`src/hw/rtl/crr_pkg.sv`:
```
// ----------------------------------------------------------------------------
// crr_pkg
// shared constants, types and helpers of the card report receiver
// ----------------------------------------------------------------------------
package crr_pkg;

    localparam int CARD_BYTES   = 80;
    localparam int BLOCK_CARDS  = 23;
    localparam int POS_W        = $clog2(CARD_BYTES);

    localparam logic [15:0] INIT_EXPECTED = 16'd1;
    localparam logic [15:0] INIT_REQUEST  = 16'd47;
    localparam int          BLOCK_OFFSET  = 24;
    localparam logic [15:0] SEQ_MAX       = 16'hFFFF;

    // quotient by reciprocal multiply, exact for all 16-bit dividends
    localparam int DIV_SHIFT = 24;
    localparam int DIV_MW    = DIV_SHIFT + 1;
    localparam logic [DIV_MW-1:0] DIV_MULT =
        DIV_MW'(((2 ** DIV_SHIFT) + BLOCK_CARDS - 1) / BLOCK_CARDS);
    localparam int BLK_W = 8;

    localparam logic [1:0] OP_BYTE    = 2'd0;
    localparam logic [1:0] OP_INIT    = 2'd1;
    localparam logic [1:0] OP_REQUEST = 2'd2;

    localparam logic [7:0] CH_SPACE = 8'h20;
    localparam logic [7:0] CH_PLUS  = 8'h2B;
    localparam logic [7:0] CH_MINUS = 8'h2D;
    localparam logic [7:0] CH_ZERO  = 8'h30;
    localparam logic [7:0] CH_NINE  = 8'h39;
    localparam logic [7:0] CH_A     = 8'h41;
    localparam logic [7:0] CH_C     = 8'h43;
    localparam logic [7:0] CH_D     = 8'h44;
    localparam logic [7:0] CH_E     = 8'h45;
    localparam logic [7:0] CH_O     = 8'h4F;
    localparam logic [7:0] CH_F     = 8'h46;
    localparam logic [7:0] CH_NUL   = 8'h00;

    localparam logic [16:0] VALUE_SAT = 17'h10000;

    typedef struct packed {
        logic        done;
        logic        header_ok;
        logic [7:0]  kind;
        logic        num_ok;
        logic [15:0] num;
    } card_info_t;

    typedef struct packed {
        logic        card_done;
        logic        card_good;
        logic [7:0]  card_kind;
        logic [15:0] expected_card;
        logic [15:0] request_number;
        logic        request_taken;
    } result_t;

    function automatic logic [7:0] header_char(input logic [1:0] idx);
        logic [7:0] ch;
        case (idx)
            2'd0:    ch = CH_O;
            default: ch = CH_F;
        endcase
        return ch;
    endfunction

endpackage

```
`src/hw/rtl/crr_parser.sv`:
```
// ----------------------------------------------------------------------------
// crr_parser
// per-byte card checker: header match, type byte capture and number parse
// ----------------------------------------------------------------------------
module crr_parser
(
    input  logic               clk,
    input  logic               rst_n,
    input  logic               item_accept,
    input  logic [1:0]         op,
    input  logic [7:0]         data_byte,
    input  logic               card_clear,
    output crr_pkg::card_info_t info
);
    import crr_pkg::*;

    typedef enum logic [2:0] {
        PH_SKIP   = 3'b001,
        PH_DIGITS = 3'b010,
        PH_DONE   = 3'b100
    } phase_t;

    logic [POS_W-1:0] pos_reg, pos_next;
    logic             header_reg, header_next;
    logic [7:0]       kind_reg, kind_next;
    phase_t           phase_reg, phase_next;
    logic             neg_reg, neg_next;
    logic [16:0]      value_reg, value_next;

    logic        is_byte;
    logic        last;
    logic        digit;
    logic [20:0] scaled;
    logic [16:0] value_step;

    assign is_byte = item_accept && (op == OP_BYTE);
    assign last    = (pos_reg == POS_W'(CARD_BYTES - 1));
    assign digit   = (data_byte >= CH_ZERO) && (data_byte <= CH_NINE);
    assign scaled  = ({4'b0, value_reg} << 3) + ({4'b0, value_reg} << 1)
                   + {17'b0, data_byte[3:0]};
    assign value_step = (scaled > {4'b0, VALUE_SAT}) ? VALUE_SAT : scaled[16:0];

    always_comb
    begin
        header_next = header_reg;
        kind_next   = kind_reg;
        phase_next  = phase_reg;
        neg_next    = neg_reg;
        value_next  = value_reg;
        pos_next    = pos_reg;
        if (is_byte)
        begin
            pos_next = last ? '0 : pos_reg + POS_W'(1);
            if (pos_reg < POS_W'(3))
            begin
                if (data_byte != header_char(pos_reg[1:0]))
                begin
                    header_next = 1'b0;
                end
            end
            else if (pos_reg == POS_W'(3))
            begin
                kind_next = data_byte;
            end
            else
            begin
                unique case (phase_reg)
                    PH_SKIP:
                    begin
                        if (data_byte == CH_SPACE)
                        begin
                            phase_next = PH_SKIP;
                        end
                        else if ((data_byte == CH_PLUS) || (data_byte == CH_MINUS))
                        begin
                            neg_next   = (data_byte == CH_MINUS);
                            phase_next = PH_DIGITS;
                        end
                        else if (digit)
                        begin
                            value_next = value_step;
                            phase_next = PH_DIGITS;
                        end
                        else
                        begin
                            phase_next = PH_DONE;
                        end
                    end
                    PH_DIGITS:
                    begin
                        if (digit)
                        begin
                            value_next = value_step;
                        end
                        else
                        begin
                            phase_next = PH_DONE;
                        end
                    end
                    PH_DONE:
                    begin
                        phase_next = PH_DONE;
                    end
                    default:
                    begin
                        phase_next = PH_DONE;
                    end
                endcase
            end
        end
    end

    assign info.done      = is_byte && last;
    assign info.header_ok = header_next;
    assign info.kind      = kind_next;
    assign info.num_ok    = !value_next[16] && !(neg_next && (|value_next[15:0]));
    assign info.num       = value_next[15:0];

    always_ff @(posedge clk or negedge rst_n)
    begin
        if (!rst_n)
        begin
            pos_reg    <= '0;
            header_reg <= 1'b1;
            kind_reg   <= CH_NUL;
            phase_reg  <= PH_SKIP;
            neg_reg    <= 1'b0;
            value_reg  <= '0;
        end
        else if (info.done || card_clear)
        begin
            pos_reg    <= '0;
            header_reg <= 1'b1;
            kind_reg   <= CH_NUL;
            phase_reg  <= PH_SKIP;
            neg_reg    <= 1'b0;
            value_reg  <= '0;
        end
        else
        begin
            pos_reg    <= pos_next;
            header_reg <= header_next;
            kind_reg   <= kind_next;
            phase_reg  <= phase_next;
            neg_reg    <= neg_next;
            value_reg  <= value_next;
        end
    end

endmodule

```
`src/hw/rtl/crr_seq.sv`:
```
// ----------------------------------------------------------------------------
// crr_seq
// expected card number, pending request and block advance
// ----------------------------------------------------------------------------
module crr_seq
(
    input  logic                clk,
    input  logic                rst_n,
    input  logic                item_accept,
    input  logic [1:0]          op,
    input  logic                report_complete,
    input  crr_pkg::card_info_t info,
    output logic                card_clear,
    output logic                quot_ok,
    output crr_pkg::result_t    result
);
    import crr_pkg::*;

    logic [15:0] expected_reg, expected_next;
    logic [15:0] pending_reg, pending_next;
    logic        good_seen_reg, good_seen_next;
    logic        since_init_reg, since_init_next;
    logic [15:0] quot_reg;
    logic        quot_ok_reg;

    logic                     kind_ok;
    logic                     good;
    logic                     pend_above;
    logic                     taken;
    logic [DIV_MW+15:0]       quot_prod;
    logic [16:0]              quot_inc;
    logic [BLK_W+16:0]        block_sum;
    logic [15:0]              block_next;

    assign kind_ok = (info.kind == CH_A) || (info.kind == CH_C) ||
                     (info.kind == CH_D) || (info.kind == CH_E) ||
                     (info.kind == CH_NUL);
    assign good = info.header_ok && kind_ok && info.num_ok &&
                  (info.num == expected_reg);
    assign pend_above = pending_reg > expected_reg;
    assign taken = item_accept && (op == OP_REQUEST) && since_init_reg &&
                   !report_complete;

    assign quot_prod  = {{DIV_MW{1'b0}}, pending_reg} * {16'b0, DIV_MULT};
    assign quot_inc   = {1'b0, quot_reg} + 17'd1;
    assign block_sum  = ({{BLK_W{1'b0}}, quot_inc} * (BLK_W + 17)'(BLOCK_CARDS))
                      + (BLK_W + 17)'(BLOCK_OFFSET);
    assign block_next = (block_sum > {{(BLK_W + 1){1'b0}}, SEQ_MAX}) ?
                        SEQ_MAX : block_sum[15:0];

    always_comb
    begin
        expected_next   = expected_reg;
        pending_next    = pending_reg;
        good_seen_next  = good_seen_reg;
        since_init_next = since_init_reg;
        if (item_accept)
        begin
            unique case (op)
                OP_BYTE:
                begin
                    if (info.done)
                    begin
                        since_init_next = 1'b1;
                        if (good)
                        begin
                            if ((info.kind == CH_E) && pend_above)
                            begin
                                pending_next = expected_reg + 16'd1;
                            end
                            if (expected_reg != SEQ_MAX)
                            begin
                                expected_next = expected_reg + 16'd1;
                            end
                            good_seen_next = 1'b1;
                        end
                        else if (pend_above)
                        begin
                            pending_next = (good_seen_reg && (expected_reg != 16'd0)) ?
                                           expected_reg - 16'd1 : expected_reg;
                        end
                    end
                end
                OP_INIT:
                begin
                    expected_next   = INIT_EXPECTED;
                    pending_next    = INIT_REQUEST;
                    since_init_next = 1'b0;
                end
                OP_REQUEST:
                begin
                    if (taken)
                    begin
                        expected_next  = pending_reg;
                        pending_next   = block_next;
                        good_seen_next = 1'b0;
                    end
                end
                default:
                begin
                    expected_next = expected_reg;
                end
            endcase
        end
    end

    assign card_clear = item_accept && ((op == OP_INIT) || taken);
    assign quot_ok    = quot_ok_reg;

    assign result.card_done      = info.done;
    assign result.card_good      = info.done && good;
    assign result.card_kind      = info.done ? info.kind : CH_NUL;
    assign result.expected_card  = expected_next;
    assign result.request_number = pending_next;
    assign result.request_taken  = taken;

    always_ff @(posedge clk)
    begin
        quot_reg <= quot_prod[DIV_SHIFT +: 16];
    end

    always_ff @(posedge clk or negedge rst_n)
    begin
        if (!rst_n)
        begin
            expected_reg   <= INIT_EXPECTED;
            pending_reg    <= INIT_REQUEST;
            good_seen_reg  <= 1'b0;
            since_init_reg <= 1'b0;
            quot_ok_reg    <= 1'b0;
        end
        else
        begin
            expected_reg   <= expected_next;
            pending_reg    <= pending_next;
            good_seen_reg  <= good_seen_next;
            since_init_reg <= since_init_next;
            quot_ok_reg    <= (pending_next == pending_reg);
        end
    end

endmodule

```
`src/hw/rtl/crr_out_buf.sv`:
```
// ----------------------------------------------------------------------------
// crr_out_buf
// two-entry result buffer: output register plus skid stage
// ----------------------------------------------------------------------------
module crr_out_buf
(
    input  logic             clk,
    input  logic             rst_n,
    input  logic             push,
    input  crr_pkg::result_t push_data,
    output logic             can_push,
    output logic             out_valid,
    input  logic             out_ready,
    output crr_pkg::result_t out_data
);
    import crr_pkg::*;

    result_t main_reg;
    result_t skid_reg;
    logic    main_valid_reg;
    logic    skid_valid_reg;
    logic    pop;

    assign can_push  = !skid_valid_reg;
    assign out_valid = main_valid_reg;
    assign out_data  = main_reg;
    assign pop       = main_valid_reg && out_ready;

    always_ff @(posedge clk)
    begin
        if (pop)
        begin
            main_reg <= skid_valid_reg ? skid_reg : push_data;
        end
        else if (push && !main_valid_reg)
        begin
            main_reg <= push_data;
        end
        if (push && main_valid_reg && (!pop || skid_valid_reg))
        begin
            skid_reg <= push_data;
        end
    end

    always_ff @(posedge clk or negedge rst_n)
    begin
        if (!rst_n)
        begin
            main_valid_reg <= 1'b0;
            skid_valid_reg <= 1'b0;
        end
        else
        begin
            if (pop)
            begin
                main_valid_reg <= skid_valid_reg || push;
                skid_valid_reg <= skid_valid_reg && push;
            end
            else if (push)
            begin
                main_valid_reg <= 1'b1;
                skid_valid_reg <= main_valid_reg;
            end
        end
    end

endmodule

```
`src/hw/rtl/card_report_receiver_top.sv`:
```
// ----------------------------------------------------------------------------
// card_report_receiver_top
// checks an 80-byte card stream and tracks the card numbers to request
// ----------------------------------------------------------------------------
// One item per clock: a received byte, a start-report op or a request op each
// give one result item, computed in the accept cycle and held in a two-entry
// output buffer, so input keeps flowing while out_ready is low until it fills.
// The only bubble: a request op is held off in the cycle after an
// item that changed the request number, while the registered reciprocal
// multiply recomputes request / 23 for the block advance.
module card_report_receiver_top
(
    input  logic        clk,
    input  logic        rst_n,
    input  logic        in_valid,
    output logic        in_ready,
    input  logic [1:0]  op,
    input  logic [7:0]  data_byte,
    input  logic        report_complete,
    output logic        out_valid,
    input  logic        out_ready,
    output logic        card_done,
    output logic        card_good,
    output logic [7:0]  card_kind,
    output logic [15:0] expected_card,
    output logic [15:0] request_number,
    output logic        request_taken
);
    import crr_pkg::*;

    card_info_t info;
    result_t    result;
    result_t    out_data;
    logic       card_clear;
    logic       quot_ok;
    logic       can_push;
    logic       item_accept;

    assign in_ready    = can_push && (quot_ok || (op != OP_REQUEST));
    assign item_accept = in_valid && in_ready;

    crr_parser u_parser
    (
        .clk         (clk),
        .rst_n       (rst_n),
        .item_accept (item_accept),
        .op          (op),
        .data_byte   (data_byte),
        .card_clear  (card_clear),
        .info        (info)
    );

    crr_seq u_seq
    (
        .clk             (clk),
        .rst_n           (rst_n),
        .item_accept     (item_accept),
        .op              (op),
        .report_complete (report_complete),
        .info            (info),
        .card_clear      (card_clear),
        .quot_ok         (quot_ok),
        .result          (result)
    );

    crr_out_buf u_out_buf
    (
        .clk       (clk),
        .rst_n     (rst_n),
        .push      (item_accept),
        .push_data (result),
        .can_push  (can_push),
        .out_valid (out_valid),
        .out_ready (out_ready),
        .out_data  (out_data)
    );

    assign card_done      = out_data.card_done;
    assign card_good      = out_data.card_good;
    assign card_kind      = out_data.card_kind;
    assign expected_card  = out_data.expected_card;
    assign request_number = out_data.request_number;
    assign request_taken  = out_data.request_taken;

    // a taken request hands the old request number over as expected
    a_taken_expected: assert property (@(posedge clk) disable iff (!rst_n)
        (item_accept && result.request_taken) |=>
            (u_seq.expected_reg == $past(u_seq.pending_reg)))
        else $error("request not handed over as expected number");

    a_good_needs_done: assert property (@(posedge clk) disable iff (!rst_n)
        out_valid |-> (!card_good || card_done))
        else $error("good card flagged without card completion");

    a_done_not_taken: assert property (@(posedge clk) disable iff (!rst_n)
        out_valid |-> !(card_done && request_taken))
        else $error("card completion and request in one item");

    a_request_quot: assert property (@(posedge clk) disable iff (!rst_n)
        (item_accept && (op == OP_REQUEST)) |-> quot_ok)
        else $error("request accepted with stale quotient");

endmodule

```
`config.mk`:
```
export PLATFORM = sky130hd
export DESIGN_NAME = card_report_receiver_top
export DESIGN_NICKNAME = d
export VERILOG_FILES = /design/src/hw/rtl/crr_pkg.sv /design/src/hw/rtl/crr_parser.sv /design/src/hw/rtl/crr_seq.sv /design/src/hw/rtl/crr_out_buf.sv /design/src/hw/rtl/card_report_receiver_top.sv
export SDC_FILE = /design/constraint.sdc
export NUM_CORES = 1
export LEC_CHECK = 0
export BUFFER_PORTS_ARGS = -buffer_cell sky130_fd_sc_hd__buf_4
export CAP_MARGIN = 20
export CORE_UTILIZATION = 55
export CTS_CLUSTER_SIZE = 14
export DETAILED_ROUTE_END_ITERATION = 7
export PLACE_DENSITY_LB_ADDON = 0.3
export REMOVE_ABC_BUFFERS = 1
export SETUP_SLACK_MARGIN = 0.4
export SYNTH_ARGS = -nofsm -noshare
export SYNTH_HDL_FRONTEND = slang
export SYNTH_SLANG_ARGS = --single-unit
```
`constraint.sdc`:
```
create_clock -name clk -period 9.94 [get_ports clk]
set_clock_uncertainty 0.2 [all_clocks]
set_input_delay 0.994 -clock clk [delete_from_list [all_inputs] [get_ports clk]]
set_output_delay 0.994 -clock clk [all_outputs]
set_load 0.03 [all_outputs]
```
==> impl_metrics.toml, run 1 <==
[run_status]
status = "finished clean"

[clocking]
post_cts_buffers = 0
clk_pin_slew_worst_paths_ns = 0.08
cts_max_path_buffers = 2
cts_root_buf = "clkbuf_16"
post_cts_resized = 0
cts_made_buffers = 17
cts_tree = "built"
cts.sinks = 172
htreeDepth = 4
postCtsHoldBufs = 0
insertion_delay_ns = 0.46

[synth]
syn_area_sq_mm = 0.0183
synth_edf_count = 86
ys_ff_latch = 172
synth_ff_type = "edfxtp_1"
ys_warn_count = 0
synth_cell_types = 96
async_flop_share_pct = 43.0
seq_area_frac_synth_pct = 25.7
syn_inst = 2020
syn-mean-instance-area_sq_um = 9.04

[floorplan]
io_pins = 60
core_sq_mm = 0.0326
initial_core_util_pct = 56.0
rows = 66
die_h_um = 184
die_w_um = 184
dieArea_sq_mm = 0.0339

[critical_path]
critPathLaunchType = "flip-flop"
worstPathArrival_ns = 8.04
critPathCaptureType = "flip-flop"
reg2reg_from = "u_seq.quot_reg[0]"
path_class = "reg -> reg"
critPathLaunch = "u_seq.quot_reg[0]"
worstPathMaxFanout = 8
reg2regPathDepth = 23
required_ns = 10.09

[grt]
grt_usage_pct = 34.8
grt_pass1_wl_um = 89600
grt_max_degree = 65
grt_pass1_vias = 15800
grt-ovfl-total = 0
antenna_found_initial = 1

[route]
drc = 0
wirelength_um = 57400
first_pass_iters = 6
dr.first_iter.drc_count = 1611
vias_per_cell = 6.43
drtAntennaViolNets = 0
vias = 16000
routedWlPerCell_um = 23.0

[final_layout]
nets = 2388
fin_cells = 2495
register_area_sq_mm = 0.00468
diodes = 0
multi_input_comb_area_sq_mm = 0.0125
n_fill_cell = 2830
drive_gt1_share_pct = 8.38
finish.instance_area_sq_mm = 0.0197
final_common_cell = "ha_1"
syn2layout_area_growth_pct = 7.87
layout_common_cells = "236 x ha_1, 211 x inv_1, 161 x nand2_1"

[job]
drv_cap = 0

[placement]
io_buffers = 59
dp_hpwl_um = 44200
post_dp_cell_area_sq_mm = 0.0191
gp_congestion = 1.02
dpl.cell_count = 2463

[sta]
tightest_slew_ns = 1.05
setup_viol = 0
rsz0062_at_grt = "false"
hold_viol = 0
maxSlewHeadroom_pct = 30.2
clock.fmax_ghz = 0.127
period_share_pct = 79.3
period_needed_ns = 7.88
slew_viol_final = 0
fin_setup_tns_ns = 0

[min_path]
min_path_type = "in -> async"
## kinds of logic after synthesis
logic type                 Yosys count  synth area share, %
muxes                               46                 2.69
and+or+nand+nor                    613                 16.7
AOI/OAI and AO/OA                  483                 18.2
buffers and inverters              294                 6.13
DFF                                172                 25.7
xor gates and xnor gates            79                 3.79
adders and majority gates          333                 26.8
## layout make-up
type,instances,area share (%)
Multi-Input combinational cell,1554,63.3
Sequential cell,172,23.8
Inverter,215,4.10
Timing Repair Buffer,80,3.05
Tap cell,442,2.81
Clock buffer,17,2.16
Clock inverter,15,0.769
## Yosys cell counts, drive strengths merged, types with 25 or more instances
master | number | area (sq um)
nor2 | 161 | 614
a21o | 38 | 285
xnor2 | 65 | 569
and3 | 27 | 169
a31oi | 25 | 156
nor3 | 47 | 240
clkbuf | 66 | 248
nand2 | 162 | 616
inv | 211 | 792
a21oi | 99 | 499
o21ai | 104 | 521
nand3 | 60 | 305
edfxtp | 86 | 2580
nand4 | 26 | 169
fa | 97 | 1940
ha | 236 | 2950
dfrtp | 66 | 1650
## critical path, cell delays in order (launching register included)
cell	delay [ns]
dfxtp_1	0.54
ha_1	0.24
nand3_1	0.12
xnor2_1	0.36
inv_1	0.12
fa_1	0.55
inv_1	0.04
ha_1	0.29
fa_1	0.54
fa_1	0.50
a21o_1	0.20
a21oi_1	0.27
o21ai_0	0.21
a311o_1	0.34
nand3_1	0.12
nand4_1	0.08
a311o_1	0.49
or2_2	0.41
o21ai_0	0.67
o221ai_1	0.29
a221o_1	0.44
a2111oi_2	0.21
nand4b_1	0.16
a2111oi_2	0.36
## per-stage QoR
step	util, %	hold WS, ns	setup WS, ns
final	60.4	0.174	2.06
after global routing	60.4	0.167	1.59
after CTS	60.4	0.166	2.13
after detailed placement	58.6	0.298	2.06
after global placement	58.6	0.292	2.17
after floorplan	-	0.244	3.05
## layer usage
| metal | wire length, um | GRT usage, % | vias up |
|---|---|---|---|
| li1 | - | - | 7362 |
| met1 | 23500 | 43.5 | 7748 |
| met2 | 26900 | 57.8 | 747 |
| met3 | 4420 | 6.88 | 177 |
| met4 | 2530 | 15.9 | 2 |
| met5 | 13 | 0 | - |
## worst paths after layout
| check | to | slack, ns |
|---|---|---|
| max in group asynchronous | u_seq.pending_reg[14] | 8.22 |
| min in group clk | u_out_buf.out_data[5] | 0.31 |
| max | u_seq.quot_ok | 2.06 |
| max reg2reg | u_seq.quot_ok | 2.06 |
| min | u_parser.value_reg[11] | 0.17 |
| min reg2reg | u_out_buf.out_data[5] | 0.31 |
Power of run 1 is left out: the tool's default activity adds up to more than one toggle a clock period on the data nets, which glitch-free logic cannot reach.
==> inputs of run 2 (changes only) <==
- ABC_AREA: not set -> 1
- clock period: 9.94 -> 8.2 ns (I/O delays scaled with it)
==> impl_metrics.toml, run 2 <==
[synth]
syn_area_sq_mm = 0.0183
synth_common_cells = "471 x nand2_1, 384 x inv_1, 236 x ha_1, 195 x nor2_1, 165 x nand3_1"
async_flop_share_pct = 43.0
synth_top_cell_by_area = "ha_1"
synth_cell_types = 60
seq_area_frac_synth_pct = 25.7
ys_warn_count = 0
ys_ff_latch = 172
syn_inst = 2380
synth_edf_count = 86
synth.top_cell.area_share_pct = 16.2
yosysMostFrequentCell = "nand2_1"
synth.area.top_cells = "ha_1 16%, edfxtp_1 14%, fa_1 11%"
syn-mean-instance-area_sq_um = 7.67
synth_ff_type = "edfxtp_1"

[sta]
setup_viol = 0
period_share_pct = 81.2
hold_viol = 0
clock.fmax_ghz = 0.150
slew_viol_final = 0
setup_slack_ns = 1.54
fin_setup_tns_ns = 0
tightest_slew_ns = 1.04
hold_ws_ns = 0.0633
period_needed_ns = 6.66
rsz0062_at_grt = "false"
maxSlewHeadroom_pct = 30.9

[route]
wirelength_um = 54500
vias = 16600
first_pass_iters = 6
top_layer = "met4"
wl_met3_um = 3360
dr.first_iter.drc_count = 1237
drc = 0
wl_met1_um = 21700
drtAntennaViolNets = 0
routedWlPerCell_um = 19.0
vias_per_cell = 5.81
route.met2.wl_um = 26400

[placement]
post_dp_cell_area_sq_mm = 0.0191
gp_congestion = 0.995
dp_hpwl_um = 41900
post-place-ws_ns = 1.59
io_buffers = 59

[critical_path]
path_class = "reg -> reg"
critPathBufInv = 3
ff2ff_setup_slack_ns = 1.54
required_ns = 8.38
crit_path_top_delay_cell = "fa_1"
worstPathMaxFanout = 13
cp-endpoint = "u_seq.quot_ok"
worstPathArrival_ns = 6.84
cp_top_family = "simple AND/OR/NAND/NOR gates"
reg2reg_from = "u_seq.quot_reg[0]"
critPathCaptureType = "flip-flop"
critPathMaxStageDelay_ns = 0.49
r2r_end = "u_seq.quot_ok"
critPathLaunch = "u_seq.quot_reg[0]"
crit_cells = 31
critPathLaunchType = "flip-flop"
reg2regPathDepth = 31

[clocking]
post_cts_buffers = 0
insertion_delay_ns = 0.45
clk_pin_slew_worst_paths_ns = 0.08
cts_made_buffers = 17
post_cts_resized = 0
cts_max_path_buffers = 2
htreeDepth = 4
cts.sinks = 172
cts_root_buf = "clkbuf_16"
postCtsHoldBufs = 0
cts_tree = "built"

[final_layout]
nets = 2756
drive_gt1_share_pct = 7.10
finish.instance_area_sq_mm = 0.0197
diodes = 0
layout_common_cells = "471 x nand2_1, 384 x inv_1, 236 x ha_1"
final_common_cell = "nand2_1"
syn2layout_area_growth_pct = 8.09

[grt]
grt_pass1_vias = 16600
antenna_found_initial = 0
grt_pass1_wl_um = 86600
grt-ovfl-total = 0
grt_usage_pct = 33.0
grt_max_degree = 65

[pwr]
p_clk_share_pct = 48.0
finalPower_w = 0.00182
switching_share_pct = 25.3
ir_drop_v = 0.000124
pwr-share-comb_pct = 2.4
power.switching_w = 0.000459
p_seq_share_pct = 49.6
cellInternalPower_w = 0.00136
leakagePower_nw = 10.0
p_per_area_mw_per_mm2 = 92.0

[run_status]
status = "finished clean"

[floorplan]
io_pins = 60
die_h_um = 184
core_sq_mm = 0.0326
rows = 66
dieArea_sq_mm = 0.0339
initial_core_util_pct = 56.0
die_w_um = 184

[min_path]
min_path_type = "in -> async"

[job]
drv_cap = 0
-- run 2: cell count changes in the layout (fill, tap and decap cells not counted), moves of 35 or more --
cell / before / now
a21o_1: 38 / 3
xnor2_1: 65 / 10
nand2_1: 161 / 471
inv_1: 211 / 384
nand3_1: 59 / 165
nor2_1: 158 / 194
o21ai_0: 97 / 135
a21oi_1: 98 / 155
-- run 2: kinds of logic (layout without fill, tap and decap cells) --
family,Yosys count,in the layout,synth area share (%)
XOR/XNOR,53,53,2.54
flip-flops,172,172,25.7
AO/OA/AOI/OAI,376,376,11.4
buffers and inverters,472,513,9.99
multiplexers,1,1,0.0754
adder cells (fa/ha/maj),333,333,26.8
AND/OR/NAND/NOR,973,973,23.6
-- run 2: stage by stage --
| step | cells | util (%) |
|---|---|---|
| 2_1_floorplan | 2317 | - |
| 3_3_place_gp | 2829 | 58.5 |
| 3_5_place_dp | 2830 | 58.5 |
| 4_1_cts | 2862 | 60.4 |
| 5_1_grt | 2863 | 60.5 |
| 6_report | 2863 | 60.5 |
-- run 2: routing by layer --
layer  vias to the layer above  track usage [%]
li1                       7923                -
met1                      7887             39.5
met2                       638             57.9
met3                       190             3.89
met4                         0             18.0
met5                         -                0
-- run 2: worst register-to-register path: cells and delay by family, from the launching register on --
| family | cells | cell delay (ns) |
|---|---|---|
| AND/OR/NAND/NOR | 14 | 1.91 |
| adder cells (fa/ha/maj) | 4 | 1.63 |
| XOR/XNOR | 2 | 0.50 |
| AO/OA/AOI/OAI | 8 | 1.29 |
| flip-flops | 1 | 0.46 |
| buffers and inverters | 3 | 0.64 |
-- run 2: how the worst min path moves through the flow --
stage	slack, ns	to	cells after the start
2_1_floorplan	0.25	u_parser.header_reg	2
3_3_place_gp	0.27	u_parser.header_reg	2
3_5_place_dp	0.28	u_parser.header_reg	2
4_1_cts	0.07	u_parser.phase_reg[1]	1
5_1_grt	0.08	u_parser.phase_reg[1]	1
6_report	0.06	u_parser.phase_reg[1]	1
-- run 2: layout make-up --
| class | instances | area, sq um |
|---|---|---|
| clock buffer | 17 | 425 |
| clock inverter | 15 | 200 |
| fill | 2948 | 12900 |
| inverter | 409 | 1540 |
| multi-input combinational | 1736 | 11800 |
| sequential | 172 | 4680 |
| tap | 442 | 553 |
| timing repair buffer | 72 | 557 |
-- run 2: power groups by stage --
| stage | combinational, W | sequential, W | clock, W |
|---|---|---|---|
| final | 0.0000445 | 0.000900 | 0.000871 |
| after global routing | 0.0000490 | 0.000900 | 0.000916 |
| after floorplan | 0.0000194 | 0.000918 | 0 |
| after detailed placement | 0.0000441 | 0.000919 | 0 |
| after global placement | 0.0000433 | 0.000919 | 0 |
| after CTS | 0.0000443 | 0.000900 | 0.000876 |
Power figures use the tool's default switching activity.
